[src/rtl/lz_window_copy_mtf_decoder_defines.svh]
// ----------------------------------------------------------------------------
// LZ window copy decoder assertion macros
// Shared concurrent assertion forms, clocked on clk_i, off while rst_ni is low.
// ----------------------------------------------------------------------------
`ifndef LZ_WINDOW_COPY_MTF_DECODER_DEFINES_SVH
`define LZ_WINDOW_COPY_MTF_DECODER_DEFINES_SVH

// Antecedent implies consequent in the same cycle.
`define LZWCM_ASSERT_IMP(lbl, ante, cons, msg) \
  lbl: assert property (@(posedge clk_i) disable iff (!rst_ni) (ante) |-> (cons)) \
    else $error(msg);

// Antecedent implies consequent in the next cycle.
`define LZWCM_ASSERT_NXT(lbl, ante, cons, msg) \
  lbl: assert property (@(posedge clk_i) disable iff (!rst_ni) (ante) |=> (cons)) \
    else $error(msg);

// Condition must never hold.
`define LZWCM_ASSERT_NEVER(lbl, cond, msg) \
  lbl: assert property (@(posedge clk_i) disable iff (!rst_ni) !(cond)) \
    else $error(msg);

`endif

[src/rtl/lzwcm_ram.sv]
// ----------------------------------------------------------------------------
// LZ window copy decoder RAM
// Simple dual-port RAM: one write port, one read port, registered read data.
// ----------------------------------------------------------------------------
module lzwcm_ram #(
  parameter int Width = 8,
  parameter int Depth = 256
) (
  input  logic                     clk_i,
  input  logic                     we_i,
  input  logic [$clog2(Depth)-1:0] waddr_i,
  input  logic [Width-1:0]         wdata_i,
  input  logic                     re_i,
  input  logic [$clog2(Depth)-1:0] raddr_i,
  output logic [Width-1:0]         rdata_o
);

  logic [Width-1:0] mem_q [Depth];
  logic [Width-1:0] rdata_q;

  always_ff @(posedge clk_i) begin
    if (we_i) begin
      mem_q[waddr_i] <= wdata_i;
    end
    if (re_i) begin
      rdata_q <= mem_q[raddr_i];
    end
  end

  assign rdata_o = rdata_q;

endmodule

[config.mk]
export PLATFORM = sky130hd
export DESIGN_NAME = lzwcm_ram
export DESIGN_NICKNAME = d
export VERILOG_FILES = /design/src/rtl/lz_window_copy_mtf_decoder_defines.svh /design/src/rtl/lzwcm_ram.sv
export SDC_FILE = /design/constraint.sdc
export NUM_CORES = 2
export LEC_CHECK = 0
export ABC_CLOCK_PERIOD_IN_PS = 2009
export BUFFER_PORTS_ARGS = -buffer_cell sky130_fd_sc_hd__buf_2
export CAP_MARGIN = 20
export CORE_MARGIN = 3
export CORE_UTILIZATION = 55
export CTS_CLUSTER_SIZE = 20
export DETAILED_ROUTE_END_ITERATION = 10
export GPL_TIMING_DRIVEN = 0
export MAX_ROUTING_LAYER = met4
export PLACE_DENSITY_LB_ADDON = 0.12
export SLEW_MARGIN = 5
export SYNTH_ARGS = -nofsm -noshare
export SYNTH_HDL_FRONTEND = slang
export SYNTH_SLANG_ARGS = --single-unit
[constraint.sdc]
create_clock -name clk_i -period 2.01 [get_ports clk_i]
set_input_delay 0.1005 -clock clk_i [delete_from_list [all_inputs] [get_ports clk_i]]
set_output_delay 0.1005 -clock clk_i [all_outputs]
set_load 0.05 [all_outputs]
==> impl_metrics.env <==
export IMPL_synth_most_common_cell="edfxtp_1"
export IMPL_drcViolationCount=0
export IMPL_timing_rr_end="rdata_o[3]$_DFFE_PP_"
export IMPL_crit_required_ns=2.56
export IMPL_post_dp_hpwl_um=161000
export IMPL_grt_pass1_vias=40100
export IMPL_core_rowCount=138
export IMPL_clk_pin_slew_worst_paths_ns=0.06
export IMPL_cts_tree="yes"
export IMPL_switchingPower_uw=20000
export IMPL_synthDominantCellAreaShare_pct=77.5
export IMPL_first_iter_violations=6570
export IMPL_cp_start_kind="register"
export IMPL_synth_main_ff_cell="edfxtp_1"
export IMPL_fin_tns_setup_ns=-14.06
export IMPL_p_clk_share_pct=41.3
export IMPL_power_total_uw=90200
export IMPL_clkLatencyLatePin_ns=0.83
export IMPL_fin_skew_ns=0.0215
export IMPL_gp_routability_congestion=1.02
export IMPL_seqPwrFrac_pct=52.5
export IMPL_yosysTopAreaCell="edfxtp_1"
export IMPL_area_growth_pct=15.3
export IMPL_synth_area_leaders="edfxtp_1 (78%), mux4_2 (13%), mux2i_1 (1.7%)"
export IMPL_start_util_pct=55.8
export IMPL_netlist_instances=3733
export IMPL_worst_slew_pin_slew_ns=1.24
export IMPL_reg2reg_depth=7
export IMPL_dr_pass1_iters=8
export IMPL_slew_headroom_pct=17.5
export IMPL_p_int_uw=70200
export IMPL_antenna_found_initial=15
export IMPL_finalNetCount=4042
export IMPL_root_buffer="clkbuf_16"
export IMPL_grt_first_pass_wirelength_um=327000
export IMPL_coreArea_um2=143000
export IMPL_fp_dieH_um=387
export IMPL_worstHoldPathCells=4
export IMPL_drv_cap=0
export IMPL_yosys_top_cells_count="edfxtp_1 (2056), mux4_2 (454), nor2_1 (282)"
export IMPL_drive_gt1_share_pct=30.4
export IMPL_setup_viol_count_final=200
export IMPL_synth_area_um2=79600
export IMPL_io_pins=35
export IMPL_slew_violations=0
export IMPL_async_flop_share_pct=0
export IMPL_grt_ovfl_total=0
export IMPL_placement_io_buffers=27
export IMPL_clk_path_buf_depth=3
export IMPL_hp_start="we_i"
export IMPL_clkSinkCount=2056
export IMPL_regToRegStartpoint="mem_q[43][3]$_DFFE_PP_"
export IMPL_avgSynthCellArea_um2=21.3
export IMPL_num_vias=41700
export IMPL_dieArea_um2=149000
export IMPL_p_leak_uw=0.0282
export IMPL_yosysUniqueCellTypes=54
export IMPL_power_frac_comb_pct=6.3
export IMPL_grt_setup_unrepaired="true"
export IMPL_yosysWarnings=0
export IMPL_finalCriticalPeriod_ns=2.62
export IMPL_hold_viol=0
export IMPL_via_per_inst=6.86
export IMPL_arrival_ns=3.17
export IMPL_violations="negative setup slack"
export IMPL_wl_per_cell_um=39.5
export IMPL_finalWirelength_um=240000
export IMPL_grt_max_degree=149
export IMPL_globalRouteMet2Util_pct=47.8
export IMPL_die_w_um=387
export IMPL_critPathMaxFanout=1
export IMPL_grt_most_used_layer="met2"
export IMPL_p_per_area_nw_per_um2=982
export IMPL_hold_end="mem_q[23][7]$_DFFE_PP_"
export IMPL_max_freq_ghz=0.382
export IMPL_synth_edff_count=2056
export IMPL_critPathCaptureType="register"
export IMPL_setup_ws_ns=-0.607
export IMPL_period_share_pct=130
export IMPL_htree_num_levels=4
export IMPL_ys_ff_latch=2056
export IMPL_ir_worst_vdd_uv=872
export IMPL_regToRegSetupSlack_ns=-0.61
export IMPL_grt_usage_pct=33.2
export IMPL_grt_util_met1_pct=45.2
export IMPL_syn_nets=3760
export IMPL_switching_share_pct=22.2
export IMPL_status="finished, violations left"
export IMPL_ant_nets=0
export IMPL_hold_path_class="input port to register"
export IMPL_grtUsageMet3_pct=9.04
export IMPL_crit_type="register to register"
export IMPL_numCtsBuffers=203
export IMPL_cp_startpoint="mem_q[43][3]$_DFFE_PP_"
export IMPL_seq_area_frac_synth_pct=77.5
==> timing repair <==
item                                    in CTS  in global routing
pin swaps                                   31                 28
setup buffers                                7                  5
resized for setup                          460                 96
endpoints found under the setup margin    1392                748
gates cloned                                 0                  0
hold endpoints to repair                   801                  0
hold buffers                                 9                  0
==> worst max-delay path by stage <==
stage / endpoint / slack (ns) / cells after the start
floorplan: rdata_o[0]$_DFFE_PP_ / -0.05 / 9
global placement: rdata_o[3]$_DFFE_PP_ / -2.97 / 9
detailed placement: rdata_o[3]$_DFFE_PP_ / -2.75 / 9
CTS: rdata_o[3]$_DFFE_PP_ / -0.55 / 6
global route: rdata_o[6]$_DFFE_PP_ / -0.60 / 6
finish: rdata_o[3]$_DFFE_PP_ / -0.61 / 7
==> logic make-up after synthesis <==
logic type / synth area share, %
muxes: 14.6
buffers and inverters: 1.83
and+or+nand+nor: 2.63
AOI/OAI and AO/OA: 3.42
DFF: 77.5
==> area by class of cell <==
class                      instances  area (µm²)
antenna                           15        37.5
inverter                           2        11.3
tap                             1890        2360
clock inverter                   115        1100
buffer                           231        2030
timing repair buffer              79         943
multi-input combinational       1442       18300
sequential                      2056       61700
fill                            9552       50800
clock buffer                     250        5320
==> worst max-delay path, stage by stage, from the launching register on <==
cell      delay (ns)
edfxtp_1        0.36
mux4_2          0.46
nand2b_1        0.17
a311oi_1        0.49
o221ai_1        0.22
a211oi_1        0.23
buf_2           0.30
nor4_4          0.11
==> metal layers <==
layer	share of wire, %	vias up
li1	-	16300
met1	37	22000
met2	45	2801
met3	12	532
met4	5.2	0
met5	0	-
==> per-stage QoR <==
stage / hold WS (ns) / area, µm² / instances / util [%] / setup slack (ns)
2_1_floorplan: 0.199 / 79900 / 3733 / - / -0.0479
3_3_place_gp: 0.509 / 82400 / 5650 / 57.8 / -2.97
3_5_place_dp: 0.520 / 83000 / 5675 / 58.2 / -2.75
4_1_cts: 0.102 / 91300 / 6054 / 64.0 / -0.553
5_1_grt: 0.0502 / 91800 / 6078 / 64.4 / -0.598
6_report: 0.0901 / 91800 / 6080 / 64.4 / -0.607
==> power by group through the flow <==
stage / registers (µW) / clock network, µW / logic, µW
final: 47300 / 37200 / 5640
after global routing: 47300 / 39100 / 5730
after CTS: 47300 / 37300 / 5450
after detailed placement: 48200 / 0 / 5100
after global placement: 48400 / 0 / 4900
after floorplan: 48300 / 0 / 2370
==> placed cells by master (no fill, tap or decap), types with 12 or more instances in the layout <==
master / instances
clkbuf_4: 22
a21oi_1: 81
o221ai_1: 43
nor2_2: 73
buf_16: 12
a21oi_2: 13
clkbuf_2: 44
clkinv_2: 35
nor2b_1: 26
bufinv_16: 18
buf_4: 47
mux4_2: 455
nor4_4: 20
buf_8: 35
edfxtp_1: 2056
diode_2: 15
a211oi_1: 12
buf_6: 27
o22ai_1: 28
clkinv_1: 45
mux2i_1: 134
nand3_1: 26
nor2_4: 99
a22oi_1: 128
buf_2: 38
nor2_1: 110
clkbuf_16: 206
buf_12: 25
clkbuf_1: 80
nand2_1: 32
==> state kept, by name, indices dropped and copies added, names as in the netlist <==
| register | count |
|---|---|
| rdata_o | 8 |
| mem_q | 2048 |
Power figures use the tool's default switching activity.
