--- config.mk ---
export PLATFORM = sky130hd
export DESIGN_NAME = lzwcm_out_fifo
export DESIGN_NICKNAME = d
export VERILOG_FILES = /design/src/rtl/lz_window_copy_mtf_decoder_defines.svh /design/src/rtl/lzwcm_pkg.sv /design/src/rtl/lzwcm_out_fifo.sv
export SDC_FILE = /design/constraint.sdc
export NUM_CORES = 1
export LEC_CHECK = 0
export ABC_AREA = 1
export BUFFER_PORTS_ARGS = -buffer_cell sky130_fd_sc_hd__buf_2
export CORE_MARGIN = 3
export CORE_UTILIZATION = 60
export CTS_BUF_LIST = sky130_fd_sc_hd__clkbuf_16
export CTS_CLUSTER_DIAMETER = 100
export CTS_CLUSTER_SIZE = 20
export DETAILED_ROUTE_END_ITERATION = 8
export PLACE_DENSITY = 0.85
export SYNTH_ARGS = -nofsm -noshare
export SYNTH_HDL_FRONTEND = slang
export SYNTH_SLANG_ARGS = --single-unit
--- constraint.sdc ---
create_clock -name clk_i -period 4.1 [get_ports clk_i]
set_input_delay 0 -clock clk_i [delete_from_list [all_inputs] [get_ports clk_i]]
set_output_delay 0 -clock clk_i [all_outputs]
set_load 0.005 [all_outputs]
--- src/rtl/lz_window_copy_mtf_decoder_defines.svh ---
// ----------------------------------------------------------------------------
// LZ window copy decoder assertion macros
// Shared concurrent assertion forms, clocked on clk_i, off while rst_ni is low.
// ----------------------------------------------------------------------------
`ifndef LZ_WINDOW_COPY_MTF_DECODER_DEFINES_SVH
`define LZ_WINDOW_COPY_MTF_DECODER_DEFINES_SVH

// Antecedent implies consequent in the same cycle.
`define LZWCM_ASSERT_IMP(lbl, ante, cons, msg) \
  lbl: assert property (@(posedge clk_i) disable iff (!rst_ni) (ante) |-> (cons)) \
    else $error(msg);

// Antecedent implies consequent in the next cycle.
`define LZWCM_ASSERT_NXT(lbl, ante, cons, msg) \
  lbl: assert property (@(posedge clk_i) disable iff (!rst_ni) (ante) |=> (cons)) \
    else $error(msg);

// Condition must never hold.
`define LZWCM_ASSERT_NEVER(lbl, cond, msg) \
  lbl: assert property (@(posedge clk_i) disable iff (!rst_ni) !(cond)) \
    else $error(msg);

`endif

--- src/rtl/lzwcm_pkg.sv ---
// ----------------------------------------------------------------------------
// LZ window copy decoder package
// Field widths, stream packing offsets, sequencer states and result beat type.
// ----------------------------------------------------------------------------
package lzwcm_pkg;

  localparam int MtfW     = 8;
  localparam int MtfDepth = 256;
  localparam int PosInW   = 17;
  localparam int LenW     = 7;
  localparam int PosBitsW = 5;

  // input tdata: mtf_index, match_pos, match_len from bit 0 up
  localparam int MtfLsb  = 0;
  localparam int PosLsb  = MtfLsb + MtfW;
  localparam int LenLsb  = PosLsb + PosInW;
  localparam int InDataW = 32;

  // output tdata: out_byte, pos_bits from bit 0 up, zero padded
  localparam int OutDataW = 16;
  localparam int OutPadW  = OutDataW - MtfW - PosBitsW;

  localparam int OutFifoDepth = 4;
  localparam int OutPtrW      = 2;
  localparam int OutCntW      = 3;

  typedef enum logic [3:0] {
    ST_IDLE,
    ST_GROW,
    ST_LIT_HEAD,
    ST_LIT_FETCH,
    ST_LIT_SHIFT,
    ST_LIT_FRONT,
    ST_M_READ,
    ST_M_WAIT,
    ST_M_COPY,
    ST_M_FLUSH
  } dec_state_e;

  typedef struct packed {
    logic [MtfW-1:0]     out_byte;
    logic                last_byte;
    logic [PosBitsW-1:0] pos_bits;
  } out_item_t;

endpackage

--- src/rtl/lzwcm_out_fifo.sv ---
// ----------------------------------------------------------------------------
// LZ window copy decoder output queue
// Small register queue that holds result beats until the sink takes them.
// ----------------------------------------------------------------------------
module lzwcm_out_fifo (
  input  logic                            clk_i,
  input  logic                            rst_ni,
  input  logic                            push_i,
  input  lzwcm_pkg::out_item_t            item_i,
  output logic [lzwcm_pkg::OutCntW-1:0]   count_o,
  output logic                            m_axis_tvalid_o,
  input  logic                            m_axis_tready_i,
  output logic [lzwcm_pkg::OutDataW-1:0]  m_axis_tdata_o,  // out_byte, pos_bits, pad
  output logic                            m_axis_tlast_o   // last_byte
);

  import lzwcm_pkg::*;

  out_item_t            mem_q [OutFifoDepth];
  out_item_t            head;
  logic [OutPtrW-1:0]   wr_q, rd_q;
  logic [OutCntW-1:0]   cnt_q, cnt_d;
  logic                 pop;

  assign pop   = m_axis_tvalid_o && m_axis_tready_i;
  assign cnt_d = cnt_q + OutCntW'(push_i) - OutCntW'(pop);

  always_ff @(posedge clk_i or negedge rst_ni) begin
    if (!rst_ni) begin
      wr_q  <= '0;
      rd_q  <= '0;
      cnt_q <= '0;
    end else begin
      if (push_i) begin
        wr_q <= wr_q + OutPtrW'(1);
      end
      if (pop) begin
        rd_q <= rd_q + OutPtrW'(1);
      end
      cnt_q <= cnt_d;
    end
  end

  always_ff @(posedge clk_i) begin
    if (push_i) begin
      mem_q[wr_q] <= item_i;
    end
  end

  assign head            = mem_q[rd_q];
  assign count_o         = cnt_q;
  assign m_axis_tvalid_o = (cnt_q != '0);
  assign m_axis_tdata_o  = {{OutPadW{1'b0}}, head.pos_bits, head.out_byte};
  assign m_axis_tlast_o  = head.last_byte;

endmodule

==> metrics.cfg, run 1 <==
[status]
status = completed

[cells_and_area]
nFillCells = 267
final_cells = 341
layout-drive-gt1-share_pct = 17.2
syn2layout_area_growth_pct = 21.3
diodes = 0
finalInstanceArea_sq_mm = 0.00325
num-nets-final = 312

[pwr]
pwr-share-seq_pct = 40.7
power_density_mw_per_mm2 = 702
switchingPower_uw = 761
ir_worst_vdd_mv = 0.521
swShare_pct = 33.4
p_leak_uw = 0.00144
internal-power_uw = 1520
p_clk_share_pct = 28.3
combPwrFrac_pct = 31.0

[cts]
clk_path_buf_depth = 2
htreeDepth = 3
cts_sinks = 63
cts_root_buf = clkbuf_16
numCtsBuffers = 9
clkLatencyLatePin_ns = 0.33
postCtsSetupBuffers = 0
clk_pin_slew_ns = 0.05
cts_tree = built

[logic_synthesis]
syn_area_sq_mm = 0.00268
synth_cell_type_count = 18
yosys.area.top_type = edfxtp_1
synth_area_leaders = edfxtp_1 (63%), nand2_1 (8.1%), dfrtp_1 (6.5%), o21ai_1 (4.9%), nor2_1 (4.1%)
synth.top_cell.area_share_pct = 62.7
syn_avg_cell_area_sq_um = 11.5
syn_inst = 234
synth-seq-area-share_pct = 69.3
ys_seq_elements = 63
yosys_warnings = 0

[drt]
viasPerCell = 5.09
wl_per_cell_um = 14.4
detail_route.iter0.violations = 172
ant_nets = 0
wirelength_um = 4920
drc = 0
dr.pass1.iters = 4
via_count = 1735

[worst_setup_path]
required_ns = 4.32
reg2reg_slack_ns = 2.07
endpoint_kind = register
crit_path_start_kind = register
path_max_fanout = 5
critical_path_class = register to register
arrival_ns = 2.24

[floorplanning]
initial_core_util_pct = 64.7
io_pins = 39
dieHeight_um = 72.8
rows = 23
fp.dieW_um = 72.8
dieArea_sq_mm = 0.00530
coreArea_sq_mm = 0.00414

[sta]
hold_viol = 0
clock_skew_ns = 0.00530
setup_tns_ns = 0
max_freq_mhz = 493
post-route-period-util_pct = 49.4
slew_headroom_pct = 41.0
slew_violations = 0
max_slew.worst_pin.slew_ns = 0.884
rsz0062_at_grt = no
setup_viol = 0
period_needed_ns = 2.03

[placed_design]
dp.cells = 309
routabilityCongestion = 0.787
io_buffers = 35
hpwl_um = 2780
placed_area_sq_mm = 0.00283

[grt]
grt_pass1_wl_um = 7820
grt_pass1_vias = 1683
grt_usage_pct = 21.3
antenna_found_initial = 0
grt_max_degree = 31
gr-total-overflow = 0

[run]
cap_violations = 0

[min_path]
hold_path.class = primary input to asynchronous set/reset pin

[logic make-up (layout without fill, tap and decap cells)]
| kind of cell | Yosys count | after routing | synth area share, % |
|---|---|---|---|
| other | 1 | 3 | 0.140 |
| AO/OA/AOI/OAI | 29 | 29 | 5.42 |
| adder cells (fa/ha/maj) | 7 | 7 | 3.55 |
| XOR/XNOR | 3 | 3 | 0.981 |
| flip-flops | 63 | 63 | 69.3 |
| buffers and inverters | 42 | 97 | 8.08 |
| AND/OR/NAND/NOR | 89 | 89 | 12.6 |
[synth_stat cells (all sizes together)]
cell type,number
dfrtp,7
nor2,29
nand3,2
xnor2,1
conb,1
ha,6
buf,12
edfxtp,56
xor2,2
inv,29
o21ai,29
clkbuf,1
nand2,58
fa,1
[critical path, stage by stage (launching register included)]
cell,delay (ns)
dfrtp_1,0.41
nor2_1,0.11
nand2_1,0.11
nand2_1,0.10
inv_1,0.04
ha_1,0.26
inv_1,0.04
ha_1,0.18
fa_1,0.41
xor2_1,0.16
nand2_1,0.06
nand2_1,0.04
[through the flow]
step / hold WS (ns) / setup WS, ns / total power, uW / utilization [%]
CTS: 0.0419 / 2.07 / 2300 / 78.4
detailed placement: -0.154 / 2.09 / 1630 / 68.2
floorplan: -0.296 / 2.14 / 1440 / -
global route: 0.0813 / 1.92 / 2430 / 78.4
finish: 0.0438 / 2.07 / 2280 / 78.4
global placement: -0.159 / 2.14 / 1600 / 68.2
[registers in the layout, summed over array words and instances, names as in the netlist]
name	flops
count_o	3
rd_q	2
mem_q	56
wr_q	2
[per-layer routing]
layer | part of all wire, % | GRT usage [%]
met5 | 0 | 0
met4 | 3.5 | 14.5
met3 | 6.1 | 6.06
met2 | 53 | 35.7
met1 | 37 | 23.3
[power by group through the flow]
stage / logic, uW / registers [uW] / clock network, uW
finish: 706 / 930 / 646
floorplan: 535 / 908 / 0
global placement: 670 / 930 / 0
detailed placement: 694 / 940 / 0
CTS: 715 / 930 / 653
global route: 805 / 945 / 680
[area by class of cell]
class / instances / area, sq um / share of cell area [%]
timing repair buffer: 53 / 353 / 10.9
inverter: 29 / 109 / 3.35
clock buffer: 9 / 225 / 6.93
clock inverter: 6 / 30.0 / 0.924
multi-input combinational: 131 / 614 / 18.9
tap: 50 / 62.6 / 1.92
sequential: 63 / 1860 / 57.1
[layout by cell type, fill, tap and decap left out, drive strengths merged]
| cell type | synthesis | routed |
|---|---|---|
| nand2 | 58 | 58 |
| edfxtp | 56 | 56 |
| buf | 12 | 36 |
| inv | 29 | 30 |
| nor2 | 29 | 29 |
| o21ai | 29 | 29 |
| dlygate4sd3 | 0 | 17 |
| clkbuf | 1 | 9 |
| dfrtp | 7 | 7 |
| ha | 6 | 6 |
| clkinv | 0 | 4 |
| conb | 1 | 3 |
| xor2 | 2 | 2 |
| nand3 | 2 | 2 |
| xnor2 | 1 | 1 |
| fa | 1 | 1 |
| clkinvlp | 0 | 1 |
[path summary, 6_finish.rpt]
check | endpoint | from | depth (start not counted)
max | count_o[2] | count_o[1] | 11
min | wr_q[1] | rst_ni | 2
max reg2reg | count_o[2] | count_o[1] | 11
min reg2reg | rd_q[1] | rd_q[1] | 2
max in group asynchronous | count_o[0] | rst_ni | 2
min in group clk_i | mem_q[2][2] | item_i[2] | 2
[repair_timing]
| action | 4_1_cts | 5_1_grt |
|---|---|---|
| gates resized for setup | 0 | 0 |
| endpoints found under the hold margin | 66 | 0 |
| hold buffers | 17 | 0 |
Power figures use the tool's default switching activity.
==> run 2: changes to the inputs <==
Settings changed: CORE_UTILIZATION 60 to 56, PLACE_DENSITY 0.85 to 0.8.
Clock period 4.1 ns to 1.96 ns, I/O delays scaled along.
==> metrics.cfg, run 2 (synthesis gave the netlist of run 1 again) <==
[min_path]
hold_path.class = primary input to asynchronous set/reset pin

[worst_setup_path]
required_ns = 2.17  ; -2.15 ns
crit_path_start_kind = register
reg2reg_to = count_o[2]
path_max_fanout = 2  ; -3
cp_cell_sequence = nor2_1, nand2_1, nand2_1, inv_1, ha_1, inv_1, ha_2, fa_2, xor2_1, nand2_1, nand2_1
endpoint_kind = register
cpMostUsedCell = nand2_1
arrival_ns = 2.07  ; -0.17 ns
r2r-start = count_o[1]
reg2reg_slack_ns = 0.1  ; -1.97 ns
reg2regPathDepth = 11  ; unchanged
slowest_stage = dfrtp_1
critical_path_class = register to register
critPathMaxStageDelay_ns = 0.38  ; -0.03 ns

[sta]
worst_slack_ns = 0.0989  ; -1.97 ns
slew_headroom_pct = 63.5  ; +23 points
slew_violations = 0  ; unchanged
clock_skew_ns = 0.00424  ; -0.00106 ns
post-route-period-util_pct = 95.0  ; +46 points
rsz0062_at_grt = yes
max_slew.worst_pin.slew_ns = 0.548  ; -0.337 ns
max_freq_mhz = 537  ; +8.9%
hold_viol = 0  ; unchanged
period_needed_ns = 1.86  ; -0.166 ns
setup_viol = 0  ; unchanged

[cells_and_area]
mostFrequentLayoutCells = nand2_1 (58), edfxtp_1 (56), buf_2 (35), inv_1 (31), nor2_1 (29)
nFillCells = 289  ; +8.2%
largest_reg_flops = 56  ; unchanged
final_common_cell = nand2_1
regMostFlops = mem_q
layout-drive-gt1-share_pct = 20.6  ; +3.4 points
diodes = 0  ; unchanged
finalInstanceArea_sq_mm = 0.00334  ; +2.7%
syn2layout_area_growth_pct = 24.6
num-nets-final = 323  ; +3.5%

[placed_design]
routabilityCongestion = 0.752  ; -4.5%
hpwl_um = 2860  ; +2.6%
pre_cts_slack_ns = 0.0490  ; -2.04 ns
placed_area_sq_mm = 0.00291  ; +3.0%
io_buffers = 35  ; unchanged

[floorplanning]
dieHeight_um = 75.2  ; +3.2%
io_pins = 39  ; unchanged
dieArea_sq_mm = 0.00565  ; +6.5%
fp.dieW_um = 75.2  ; +3.2%
initial_core_util_pct = 59.9  ; -4.8 points
rows = 24  ; +4.3%
coreArea_sq_mm = 0.00447  ; +8.0%

[grt]
grt_pass1_vias = 1718  ; +2.1%
antenna_found_initial = 0  ; unchanged
grt_max_degree = 19  ; -39%
gr-total-overflow = 0  ; unchanged
grt_pass1_wl_um = 7560  ; -3.3%
grt_usage_pct = 19.1  ; -2.2 points

[run]
cap_violations = 0  ; unchanged

[status]
status = completed

[cts]
numCtsBuffers = 9  ; unchanged
clk_pin_slew_ns = 0.05  ; about the same
clk_path_buf_depth = 2  ; unchanged
cts_tree = built
cts_sinks = 63  ; unchanged
clkLatencyLatePin_ns = 0.32  ; about the same
htreeDepth = 3  ; unchanged
postCtsSetupBuffers = 0  ; unchanged
cts_root_buf = clkbuf_16

[drt]
ant_nets = 0  ; unchanged
viasPerCell = 4.91  ; -3.6%
wl_per_cell_um = 13.4  ; -7.1%
wirelength_um = 4730  ; -3.8%
via_count = 1732  ; -0.17%
dr.pass1.iters = 4  ; unchanged
drc = 0  ; unchanged
detail_route.iter0.violations = 61  ; -65%

[pwr]
power_density_mw_per_mm2 = 1460  ; +110%
p_leak_uw = 0.00150  ; +4.4%
ir_worst_vdd_mv = 0.958  ; +84%

run 2: area by class of cell:
cell class                      instances  area (sq um)  share of cell area, %
Clock buffer                            9           225                   6.74
Multi-Input combinational cell        131           627                   18.8
Timing Repair Buffer                   64           435                   13.0
Inverter                               29           109                   3.26
Tap cell                               52          65.1                   1.95
Sequential cell                        63          1860                   55.6
Clock inverter                          5          21.3                  0.637
run 2: repair_timing:
action,CTS,global route
hold endpoints to repair,66,0
resized for setup,0,3
setup endpoints to repair,0,1
hold buffers,17,0
run 2: per-stage QoR:
stage / hold WS (ns) / TNS (ns) / power, uW / instances / util [%]
after global placement: -0.157 / 0 / 3480 / 322 / 65.0
final: 0.0392 / 0 / 4880 / 353 / 74.6
after detailed placement: -0.152 / 0 / 3550 / 322 / 65.0
after global routing: 0.0695 / -0.00871 / 5240 / 353 / 74.6
after CTS: 0.0403 / 0 / 4910 / 353 / 74.4
after floorplan: -0.296 / 0 / 3020 / 236 / -
run 2: where the power goes:
group          internal [uW]  switching (uW)  leakage [uW]
Sequential              1780             137      0.000598
Combinational            694             956      0.000767
Clock                    818             489      0.000135
Total                   3300            1580       0.00150
run 2: how the worst max path moves through the flow:
stage                          start    endpoint  slack [ns]  cells past startpoint
after detailed placement  count_o[1]  count_o[2]        0.05                     11
after floorplan           count_o[1]  count_o[2]       0.002                     11
after CTS                 count_o[1]  count_o[2]        0.03                     11
final                     count_o[1]  count_o[2]         0.1                     11
after global placement    count_o[0]  count_o[2]        0.09                     11
after global routing      count_o[1]  count_o[2]      -0.009                     11
run 2: critical path, delay by kind of cell (launching register included):
kind	cells	cell delay, ns
fa+ha+maj	3	0.79
simple gates	5	0.34
xor+xnor	1	0.16
buf+inv	2	0.08
flops	1	0.38
run 2: per-layer routing:
metal | GRT usage [%] | vias to the layer above | part of all wire, %
li1 | - | 882 | -
met1 | 22.1 | 786 | 43
met2 | 30.6 | 52 | 49
met3 | 5.21 | 12 | 5.6
met4 | 13.6 | 0 | 2.9
met5 | 0 | - | 0
